`src/rtl/dcr_pkg.sv`:
```
// Shared types, codes and the resolution table of the display control register window.
package dcr_pkg;

    localparam int NUM_MODES   = 11;
    localparam int SCR_W       = 11;
    localparam int WORD_W      = 10;
    localparam int CFG_IDX_W   = 2;
    localparam int CFG_DATA_W  = 16;
    localparam int IN_TDATA_W  = 56;
    localparam int OUT_TDATA_W = 88;

    localparam logic [6:0] ACCESS_BYTES = 7'd4;
    localparam logic       ACC_WRITE    = 1'b1;

    // Supported resolutions, searched from the first entry up
    localparam logic [SCR_W-1:0] MODE_W [NUM_MODES] = '{
        11'd10, 11'd100, 11'd160, 11'd160, 11'd320, 11'd320,
        11'd640, 11'd640, 11'd800, 11'd1024, 11'd1280
    };
    localparam logic [SCR_W-1:0] MODE_H [NUM_MODES] = '{
        11'd10, 11'd100, 11'd100, 11'd120, 11'd200, 11'd240,
        11'd400, 11'd480, 11'd600, 11'd768, 11'd1024
    };

    localparam logic [SCR_W-1:0] RST_SCR_W = 11'd640;
    localparam logic [SCR_W-1:0] RST_SCR_H = 11'd400;
    localparam logic [15:0]      RST_MAX_W = 16'd1280;
    localparam logic [15:0]      RST_MAX_H = 16'd1024;

    // Register window word indexes
    localparam logic [WORD_W-1:0] WORD_MODE     = 10'd0;
    localparam logic [WORD_W-1:0] WORD_WIDTH    = 10'd1;
    localparam logic [WORD_W-1:0] WORD_HEIGHT   = 10'd2;
    localparam logic [WORD_W-1:0] WORD_CMD_OFS  = 10'd3;
    localparam logic [WORD_W-1:0] WORD_DUMP     = 10'd4;
    localparam logic [WORD_W-1:0] WORD_DUMP_KEY = 10'd5;
    localparam logic [WORD_W-1:0] WORD_MAX_W    = 10'd6;
    localparam logic [WORD_W-1:0] WORD_MAX_H    = 10'd7;
    localparam logic [WORD_W-1:0] WORD_RSVD     = 10'd8;
    localparam logic [WORD_W-1:0] WORD_FB_ID    = 10'd9;

    // Configuration register indexes
    localparam logic [CFG_IDX_W-1:0] CFG_DISP_EN = 2'd0;
    localparam logic [CFG_IDX_W-1:0] CFG_MAX_W   = 2'd1;
    localparam logic [CFG_IDX_W-1:0] CFG_MAX_H   = 2'd2;
    localparam logic [CFG_IDX_W-1:0] CFG_FB_ID   = 2'd3;

    typedef enum logic [1:0] {
        ST_OK    = 2'd0,
        ST_ALIGN = 2'd1,
        ST_RANGE = 2'd2
    } t_status;

    typedef enum logic [1:0] {
        RES_EXACT       = 2'd0,
        RES_ADJUSTED    = 2'd1,
        RES_UNSUPPORTED = 2'd2
    } t_res_status;

    typedef struct packed {
        logic             found;
        logic             exact;
        logic [SCR_W-1:0] width;
        logic [SCR_W-1:0] height;
    } t_snap;

    typedef struct packed {
        logic        mode;
        logic [11:0] address;
        logic [6:0]  access_size;
        logic [31:0] write_data;
    } t_request;

    typedef struct packed {
        logic [31:0] dump_key_out;
        logic        dump_timestamp;
        logic [7:0]  dump_stream;
        logic        dump_event;
        logic        redraw_event;
        logic        erase_screen;
        logic        resize_event;
        t_res_status resolution_status;
        t_status     status;
        logic [31:0] read_data;
    } t_result;

endpackage

```
`src/rtl/display_control_registers_unit.sv`:
```
// Top level of the display control register window: request register, decode, result register.
//
// Slave stream s_axis carries one bus access per word (tuser = access kind,
// 1 write / 0 read); master stream m_axis returns exactly one result word per
// access, in order. Configuration registers are written through i_cfg_we,
// i_cfg_idx and i_cfg_data, one per cycle, and the user must write them only
// while no access is in flight; the block does not enforce it. An accepted
// access sits in the request register until the result register is free or
// is being taken; it is then decoded and its result is registered in the
// result register, which drives m_axis_tvalid and m_axis_tdata. Throughput
// is one access per cycle while the receiver does not stall; the state
// written by one access is visible to the access right behind it, as all
// state updates share the result register's clock edge.
// When the receiver stalls, the result register holds and the request
// register still takes one more word; s_axis_tready drops only when both
// are full and m_axis_tready is low. Synchronous reset empties both stages
// and loads the reset values: screen 640x400, limits 1280x1024, all other
// registers zero.
module display_control_registers_unit
    import dcr_pkg::*;
(
    input  logic                   i_clk,
    input  logic                   i_rst_n,
    input  logic                   s_axis_tvalid,
    output logic                   s_axis_tready,
    // [11:0] address, [18:12] access_size, [50:19] write_data
    input  logic [IN_TDATA_W-1:0]  s_axis_tdata,
    // [0] mode
    input  logic                   s_axis_tuser,
    output logic                   m_axis_tvalid,
    input  logic                   m_axis_tready,
    // [31:0] read_data, [33:32] status, [35:34] resolution_status,
    // [36] resize_event, [37] erase_screen, [38] redraw_event, [39] dump_event,
    // [47:40] dump_stream, [48] dump_timestamp, [80:49] dump_key_out
    output logic [OUT_TDATA_W-1:0] m_axis_tdata,
    input  logic                   i_cfg_we,
    input  logic [CFG_IDX_W-1:0]   i_cfg_idx,
    input  logic [CFG_DATA_W-1:0]  i_cfg_data
);

    logic             r_disp_en;
    logic [15:0]      r_max_w;
    logic [15:0]      r_max_h;
    logic [7:0]       r_fb_id;

    logic [31:0]      r_req_w,   n_req_w;
    logic [31:0]      r_req_h,   n_req_h;
    logic [SCR_W-1:0] r_scr_w,   n_scr_w;
    logic [SCR_W-1:0] r_scr_h,   n_scr_h;
    logic [31:0]      r_cmd_ofs, n_cmd_ofs;
    logic [31:0]      r_dump_key, n_dump_key;

    t_request         r_in;
    logic             r_in_vld;
    t_result          r_out, n_out;
    logic             r_out_vld;

    logic             w_adv;
    logic [WORD_W-1:0] w_word;
    t_snap            w_snap;

    // Advance the request into the result register when that slot frees up
    assign w_adv         = r_in_vld && (!r_out_vld || m_axis_tready);
    assign s_axis_tready = !r_in_vld || w_adv;
    assign m_axis_tvalid = r_out_vld;
    assign m_axis_tdata  = {7'd0, r_out};
    assign w_word        = r_in.address[11:2];

    always_ff @(posedge i_clk) begin
        if (!i_rst_n) begin
            r_disp_en <= 1'b0;
            r_max_w   <= RST_MAX_W;
            r_max_h   <= RST_MAX_H;
            r_fb_id   <= 8'd0;
        end else if (i_cfg_we) begin
            unique case (i_cfg_idx)
                CFG_DISP_EN: r_disp_en <= i_cfg_data[0];
                CFG_MAX_W:   r_max_w   <= i_cfg_data;
                CFG_MAX_H:   r_max_h   <= i_cfg_data;
                CFG_FB_ID:   r_fb_id   <= i_cfg_data[7:0];
                default: ;
            endcase
        end
    end

    always_ff @(posedge i_clk) begin
        if (!i_rst_n) begin
            r_in_vld <= 1'b0;
        end else if (s_axis_tready) begin
            r_in_vld <= s_axis_tvalid;
        end
    end

    always_ff @(posedge i_clk) begin
        if (s_axis_tready && s_axis_tvalid) begin
            r_in.mode        <= s_axis_tuser;
            r_in.address     <= s_axis_tdata[11:0];
            r_in.access_size <= s_axis_tdata[18:12];
            r_in.write_data  <= s_axis_tdata[50:19];
        end
    end

    dcr_mode_snap u_snap (
        .i_req_w (r_req_w),
        .i_req_h (r_req_h),
        .o_snap  (w_snap)
    );

    always_comb begin
        n_out      = '0;
        n_req_w    = r_req_w;
        n_req_h    = r_req_h;
        n_scr_w    = r_scr_w;
        n_scr_h    = r_scr_h;
        n_cmd_ofs  = r_cmd_ofs;
        n_dump_key = r_dump_key;

        if (r_in.address[1:0] != 2'd0 || r_in.access_size != ACCESS_BYTES) begin
            n_out.status = ST_ALIGN;
        end else if (r_in.mode == ACC_WRITE) begin
            unique case (w_word)
                WORD_MODE: begin
                    if (w_snap.found) begin
                        n_out.resolution_status = w_snap.exact ? RES_EXACT : RES_ADJUSTED;
                        n_scr_w            = w_snap.width;
                        n_scr_h            = w_snap.height;
                        n_out.resize_event = 1'b1;
                        n_out.erase_screen = (r_in.write_data != 32'd0);
                    end else begin
                        n_out.resolution_status = RES_UNSUPPORTED;
                    end
                end
                WORD_WIDTH:  n_req_w = r_in.write_data;
                WORD_HEIGHT: n_req_h = r_in.write_data;
                WORD_CMD_OFS: begin
                    n_cmd_ofs          = r_in.write_data;
                    n_out.redraw_event = 1'b1;
                end
                WORD_DUMP: begin
                    n_out.dump_event     = 1'b1;
                    n_out.dump_stream    = r_in.write_data[7:0];
                    n_out.dump_timestamp = r_in.write_data[8];
                    n_out.dump_key_out   = r_dump_key;
                end
                WORD_DUMP_KEY: n_dump_key = r_in.write_data;
                default: n_out.status = ST_RANGE;
            endcase
        end else begin
            unique case (w_word) inside
                WORD_MODE:     n_out.read_data = {31'd0, r_disp_en};
                WORD_WIDTH:    n_out.read_data = {21'd0, r_scr_w};
                WORD_HEIGHT:   n_out.read_data = {21'd0, r_scr_h};
                WORD_CMD_OFS:  n_out.read_data = r_cmd_ofs;
                WORD_DUMP_KEY: n_out.read_data = r_dump_key;
                WORD_MAX_W:    n_out.read_data = {16'd0, r_max_w};
                WORD_MAX_H:    n_out.read_data = {16'd0, r_max_h};
                WORD_FB_ID:    n_out.read_data = {24'd0, r_fb_id};
                WORD_DUMP,
                WORD_RSVD:     n_out.read_data = 32'd0;
                default:       n_out.status    = ST_RANGE;
            endcase
        end
    end

    always_ff @(posedge i_clk) begin
        if (!i_rst_n) begin
            r_req_w    <= 32'd0;
            r_req_h    <= 32'd0;
            r_scr_w    <= RST_SCR_W;
            r_scr_h    <= RST_SCR_H;
            r_cmd_ofs  <= 32'd0;
            r_dump_key <= 32'd0;
        end else if (w_adv) begin
            r_req_w    <= n_req_w;
            r_req_h    <= n_req_h;
            r_scr_w    <= n_scr_w;
            r_scr_h    <= n_scr_h;
            r_cmd_ofs  <= n_cmd_ofs;
            r_dump_key <= n_dump_key;
        end
    end

    always_ff @(posedge i_clk) begin
        if (!i_rst_n) begin
            r_out_vld <= 1'b0;
        end else if (w_adv) begin
            r_out_vld <= 1'b1;
        end else if (m_axis_tready) begin
            r_out_vld <= 1'b0;
        end
    end

    always_ff @(posedge i_clk) begin
        if (w_adv) begin
            r_out <= n_out;
        end
    end

`ifndef SYNTHESIS
    a_state_hold: assert property (@(posedge i_clk) disable iff (!i_rst_n)
        !w_adv |=> $stable(r_scr_w) && $stable(r_scr_h) && $stable(r_dump_key))
        else $error("screen state changed without an access");

    a_stall_only_full: assert property (@(posedge i_clk) disable iff (!i_rst_n)
        !s_axis_tready |-> r_in_vld && r_out_vld && !m_axis_tready)
        else $error("input stalled with a free stage");

    a_resize_ok: assert property (@(posedge i_clk) disable iff (!i_rst_n)
        r_out_vld && r_out.resize_event |->
            r_out.status == ST_OK && r_out.resolution_status != RES_UNSUPPORTED)
        else $error("resize reported on a rejected or unsupported commit");
`endif

endmodule

```
`src/rtl/dcr_mode_snap.sv`:
```
// Snaps a requested width and height to the smallest covering supported resolution.
module dcr_mode_snap
    import dcr_pkg::*;
(
    input  logic [31:0] i_req_w,
    input  logic [31:0] i_req_h,
    output t_snap       o_snap
);

    // Walk from the largest entry down so the first covering entry wins
    always_comb begin
        o_snap = '0;
        for (int i = NUM_MODES - 1; i >= 0; i--) begin
            if (i_req_w <= 32'(MODE_W[i]) && i_req_h <= 32'(MODE_H[i])) begin
                o_snap.found  = 1'b1;
                o_snap.exact  = (i_req_w == 32'(MODE_W[i])) && (i_req_h == 32'(MODE_H[i]));
                o_snap.width  = MODE_W[i];
                o_snap.height = MODE_H[i];
            end
        end
    end

endmodule

```
`config.mk`:
```
export PLATFORM = sky130hd
export DESIGN_NAME = display_control_registers_unit
export DESIGN_NICKNAME = d
export VERILOG_FILES = /design/src/rtl/dcr_pkg.sv /design/src/rtl/display_control_registers_unit.sv /design/src/rtl/dcr_mode_snap.sv
export SDC_FILE = /design/constraint.sdc
export NUM_CORES = 1
export LEC_CHECK = 0
export BUFFER_PORTS_ARGS = -buffer_cell sky130_fd_sc_hd__buf_4
export CAP_MARGIN = 20
export CORE_MARGIN = 2
export CORE_UTILIZATION = 49
export CTS_CLUSTER_DIAMETER = 100
export DETAILED_ROUTE_END_ITERATION = 16
export PLACE_DENSITY = 0.76
export SLEW_MARGIN = 20
export SYNTH_ARGS = -nofsm -noshare
export SYNTH_HDL_FRONTEND = slang
export SYNTH_SLANG_ARGS = --single-unit
```
`constraint.sdc`:
```
create_clock -name i_clk -period 3.6 [get_ports i_clk]
set_input_delay 0.72 -clock i_clk [delete_from_list [all_inputs] [get_ports i_clk]]
set_output_delay 0.72 -clock i_clk [all_outputs]
set_load 0.02 [all_outputs]
```
==> impl_metrics.ini <==
[detailed_routing]
wl_per_cell_um = 18.7
wirelength_um = 34100
ant_nets = 0
vias = 10500
drt_iter0_markers = 1169
route.detailed.drc = 0
via_per_inst = 5.75
dr.pass1.iters = 6

[final_layout]
final_common_cell = nand2_1
synthToLayoutAreaGrowth_pct = 19.8
layout-drive-gt1-share_pct = 17.1
final_nets = 1550
nFillCells = 2163
diodes = 0
post-route-util_pct = 59.4
final_cell_mix = nand2_1, a21oi_1, dfxtp_1

[power]
p_sw_uw = 1600
seq_power_share_pct = 53.3
power.density_mw_per_mm2 = 486
power_frac_clock_pct = 42.4
p_int_uw = 5860
p_total_uw = 7450
irDropWorstVdd_uv = 335
p_leak_uw = 0.00533
comb_power_share_pct = 4.4
sw_frac_of_total_pct = 21.4

[clocking]
cts_tree = done
post_cts_resized = 0
cts_sinks = 321
cts_setup_buffers = 0
hold_buffers = 0
numCtsBuffers = 31
insertion_delay_ns = 0.55
clockRootBuffer = clkbuf_16
clkTransAtPathRegs_ns = 0.06
cts_max_path_buffers = 3
ctsHtreeMaxLevel = 1

[timing]
slew_headroom_pct = 29.0
fmax_mhz = 327
rsz0062_at_grt = no
slew_viol_final = 0
finalCritPeriodShare_pct = 84.9
setup_slack_ns = 0.544
setup_viol = 0
min_period_ns = 3.06
setup_tns_ns = 0
clock-skew-final_ns = 0.0176
worstMarginPinSlew_ns = 1.06
hold_viol = 0

[run]
drv_cap = 0

[synthesis]
synth_cell_types = 61
synth_edf_count = 133
yosys_most_used_dff = dfxtp_1
yosys_warnings = 0
syn_area_per_cell_um2 = 9.58
synth-seq-cells = 321
syn_inst = 1337
synthArstFlopShare_pct = 0
netlist_area_mm2 = 0.0128
ys_seq_area_share_pct = 60.6

[min_path]
holdCritStartpoint = s_axis_tdata[6]
holdPathStages = 1
hp-class = primary input to register
hold-path-endpoint = r_in[45]

[worst_setup_path]
path_max_fanout = 8
r2r-start = r_in[46]
crit_path_start_kind = register
cpMostUsedCell = or4_4
critical_path.slowest_cell = or4_4
cp.required_ns = 4.08
slowest_delay_ns = 0.59
path_cells = or4_4 -> or3_1 -> or4_4 -> nor4b_4 -> nand2_1 -> or2_0 -> a21oi_1
worstSetupEndpointType = register
rr_endpoint = r_scr_h[2]
critPathKind = register to register
r2r_setup_slack_ns = 0.54
worst-r2r-cell-count = 7
worstPathArrival_ns = 3.54

[global_routing]
grt_max_degree = 99
antenna_found_initial = 0
grt_pass1_wl_um = 53100
grt_remaining_overflow = 0
grt_pass1_vias = 9759
grt_use_total_pct = 23.9

[place]
dp_hpwl_um = 23000
gp_congestion = 0.930
port_buffers = 157
pre_cts_ws_ns = 0.588

[outcome]
status = complete, no violations

[floorplanning]
io_pins = 170
rows = 59
fp.dieW_um = 166
core-area_mm2 = 0.0258
initial_core_util_pct = 49.5
die_y_um = 166
die_area_mm2 = 0.0274
-- stage by stage --
stage	cells	hold WS, ns	cell area, µm²
2_1_floorplan	1343	0.431	12800
3_3_place_gp	1772	0.438	14300
3_5_place_dp	1772	0.447	14300
4_1_cts	1830	0.329	15300
5_1_grt	1830	0.322	15300
6_report	1830	0.339	15300
-- worst max path at each step --
stage                        from     endpoint  slack (ns)  depth (start not counted)
global placement         r_in[46]   r_scr_h[2]        0.64                          7
finish                   r_in[46]   r_scr_h[2]        0.54                          7
global route             r_in[46]   r_scr_h[2]        0.41                          7
CTS                      r_in[46]   r_scr_h[2]        0.57                          7
detailed placement       r_in[46]   r_scr_h[2]        0.59                          7
floorplan           m_axis_tready  r_scr_w[10]        0.34                          7
-- sequential cells by signal, summed over array words and instances (netlist names) --
name,count
r_fb_id,8
r_scr_h,9
r_dump_key,32
r_scr_w,8
r_req_h,32
r_in,52
m_axis_tvalid,1
r_req_w,32
m_axis_tdata,81
r_max_h,16
r_in_vld,1
r_max_w,16
r_disp_en,1
r_cmd_ofs,32
-- cell usage after synthesis (2+ instances only) --
| cell type | n | area share, % |
|---|---|---|
| nand3b_1 | 2 | 0.12 |
| mux2i_1 | 10 | 0.78 |
| edfxtp_1 | 133 | 31 |
| o21ai_0 | 14 | 0.55 |
| nor2_1 | 65 | 1.9 |
| o41ai_1 | 2 | 0.14 |
| o31ai_1 | 3 | 0.18 |
| or4_4 | 2 | 0.18 |
| nor4bb_1 | 2 | 0.16 |
| o22ai_1 | 2 | 0.098 |
| nand3_1 | 20 | 0.78 |
| dfxtp_1 | 188 | 29 |
| nor3_1 | 22 | 0.86 |
| and2_1 | 45 | 2.2 |
| and4_1 | 4 | 0.27 |
| or2_2 | 3 | 0.15 |
| buf_4 | 7 | 0.41 |
| a22oi_1 | 29 | 1.7 |
| o21a_1 | 4 | 0.23 |
| nor3b_1 | 2 | 0.12 |
| a31oi_1 | 11 | 0.54 |
| a211oi_1 | 2 | 0.12 |
| nor2b_1 | 5 | 0.24 |
| nand4_1 | 16 | 0.78 |
| nand2b_1 | 2 | 0.098 |
| or3_1 | 3 | 0.15 |
| a21boi_0 | 3 | 0.18 |
| o311ai_0 | 3 | 0.21 |
| a222oi_1 | 19 | 1.5 |
| a21oi_1 | 189 | 7.4 |
| o211ai_1 | 4 | 0.23 |
| o21bai_1 | 2 | 0.12 |
| or4_1 | 4 | 0.23 |
| nand2_1 | 364 | 11 |
| nor4_1 | 27 | 1.3 |
| a2bb2oi_1 | 2 | 0.14 |
| nor4b_1 | 5 | 0.34 |
| clkbuf_1 | 84 | 2.5 |
| inv_1 | 11 | 0.32 |
-- critical path: cells and delay by family (launching register included) --
family          cells  cell delay, ns
flops               1            0.40
simple gates        6            2.45
compound gates      1            0.13
-- per-layer routing --
| metal | share of wire (%) | wire length, µm | global-route usage (%) | vias up |
|---|---|---|---|---|
| met1 | 41 | 14100 | 33.4 | 5036 |
| met2 | 48 | 16400 | 39.4 | 454 |
| met3 | 8.2 | 2790 | 2.92 | 54 |
| met4 | 2.5 | 850 | 6.92 | 0 |
| met5 | 0 | 0 | 0 | - |
| li1 | - | - | - | 4980 |
-- area by class of cell --
type / instances / area, µm² / share of cell area [%]
tap: 335 / 419 / 2.73
inverter: 12 / 51.3 / 0.334
multi-input combinational: 917 / 4670 / 30.4
timing repair buffer: 187 / 1430 / 9.31
clock inverter: 7 / 45.0 / 0.294
sequential: 321 / 7760 / 50.6
clock buffer: 51 / 975 / 6.35
-- power by group through the flow --
stage | Clock, µW | Combinational (µW) | Sequential (µW)
floorplan | 0 | 110 | 4060
CTS | 3200 | 326 | 3970
global placement | 0 | 320 | 4040
finish | 3160 | 325 | 3970
detailed placement | 0 | 325 | 4050
global route | 3370 | 345 | 3970
-- logic make-up (layout without fill, tap and decap cells) --
kind of cell,Yosys count,in the layout,synth area share (%)
AOI/OAI and AO/OA,295,295,13.7
other,1,7,0.0293
buffers and inverters,105,257,3.34
DFF,321,321,60.6
and+or+nand+nor,605,605,21.5
muxes,10,10,0.782
(Power assumes the default switching activity.)
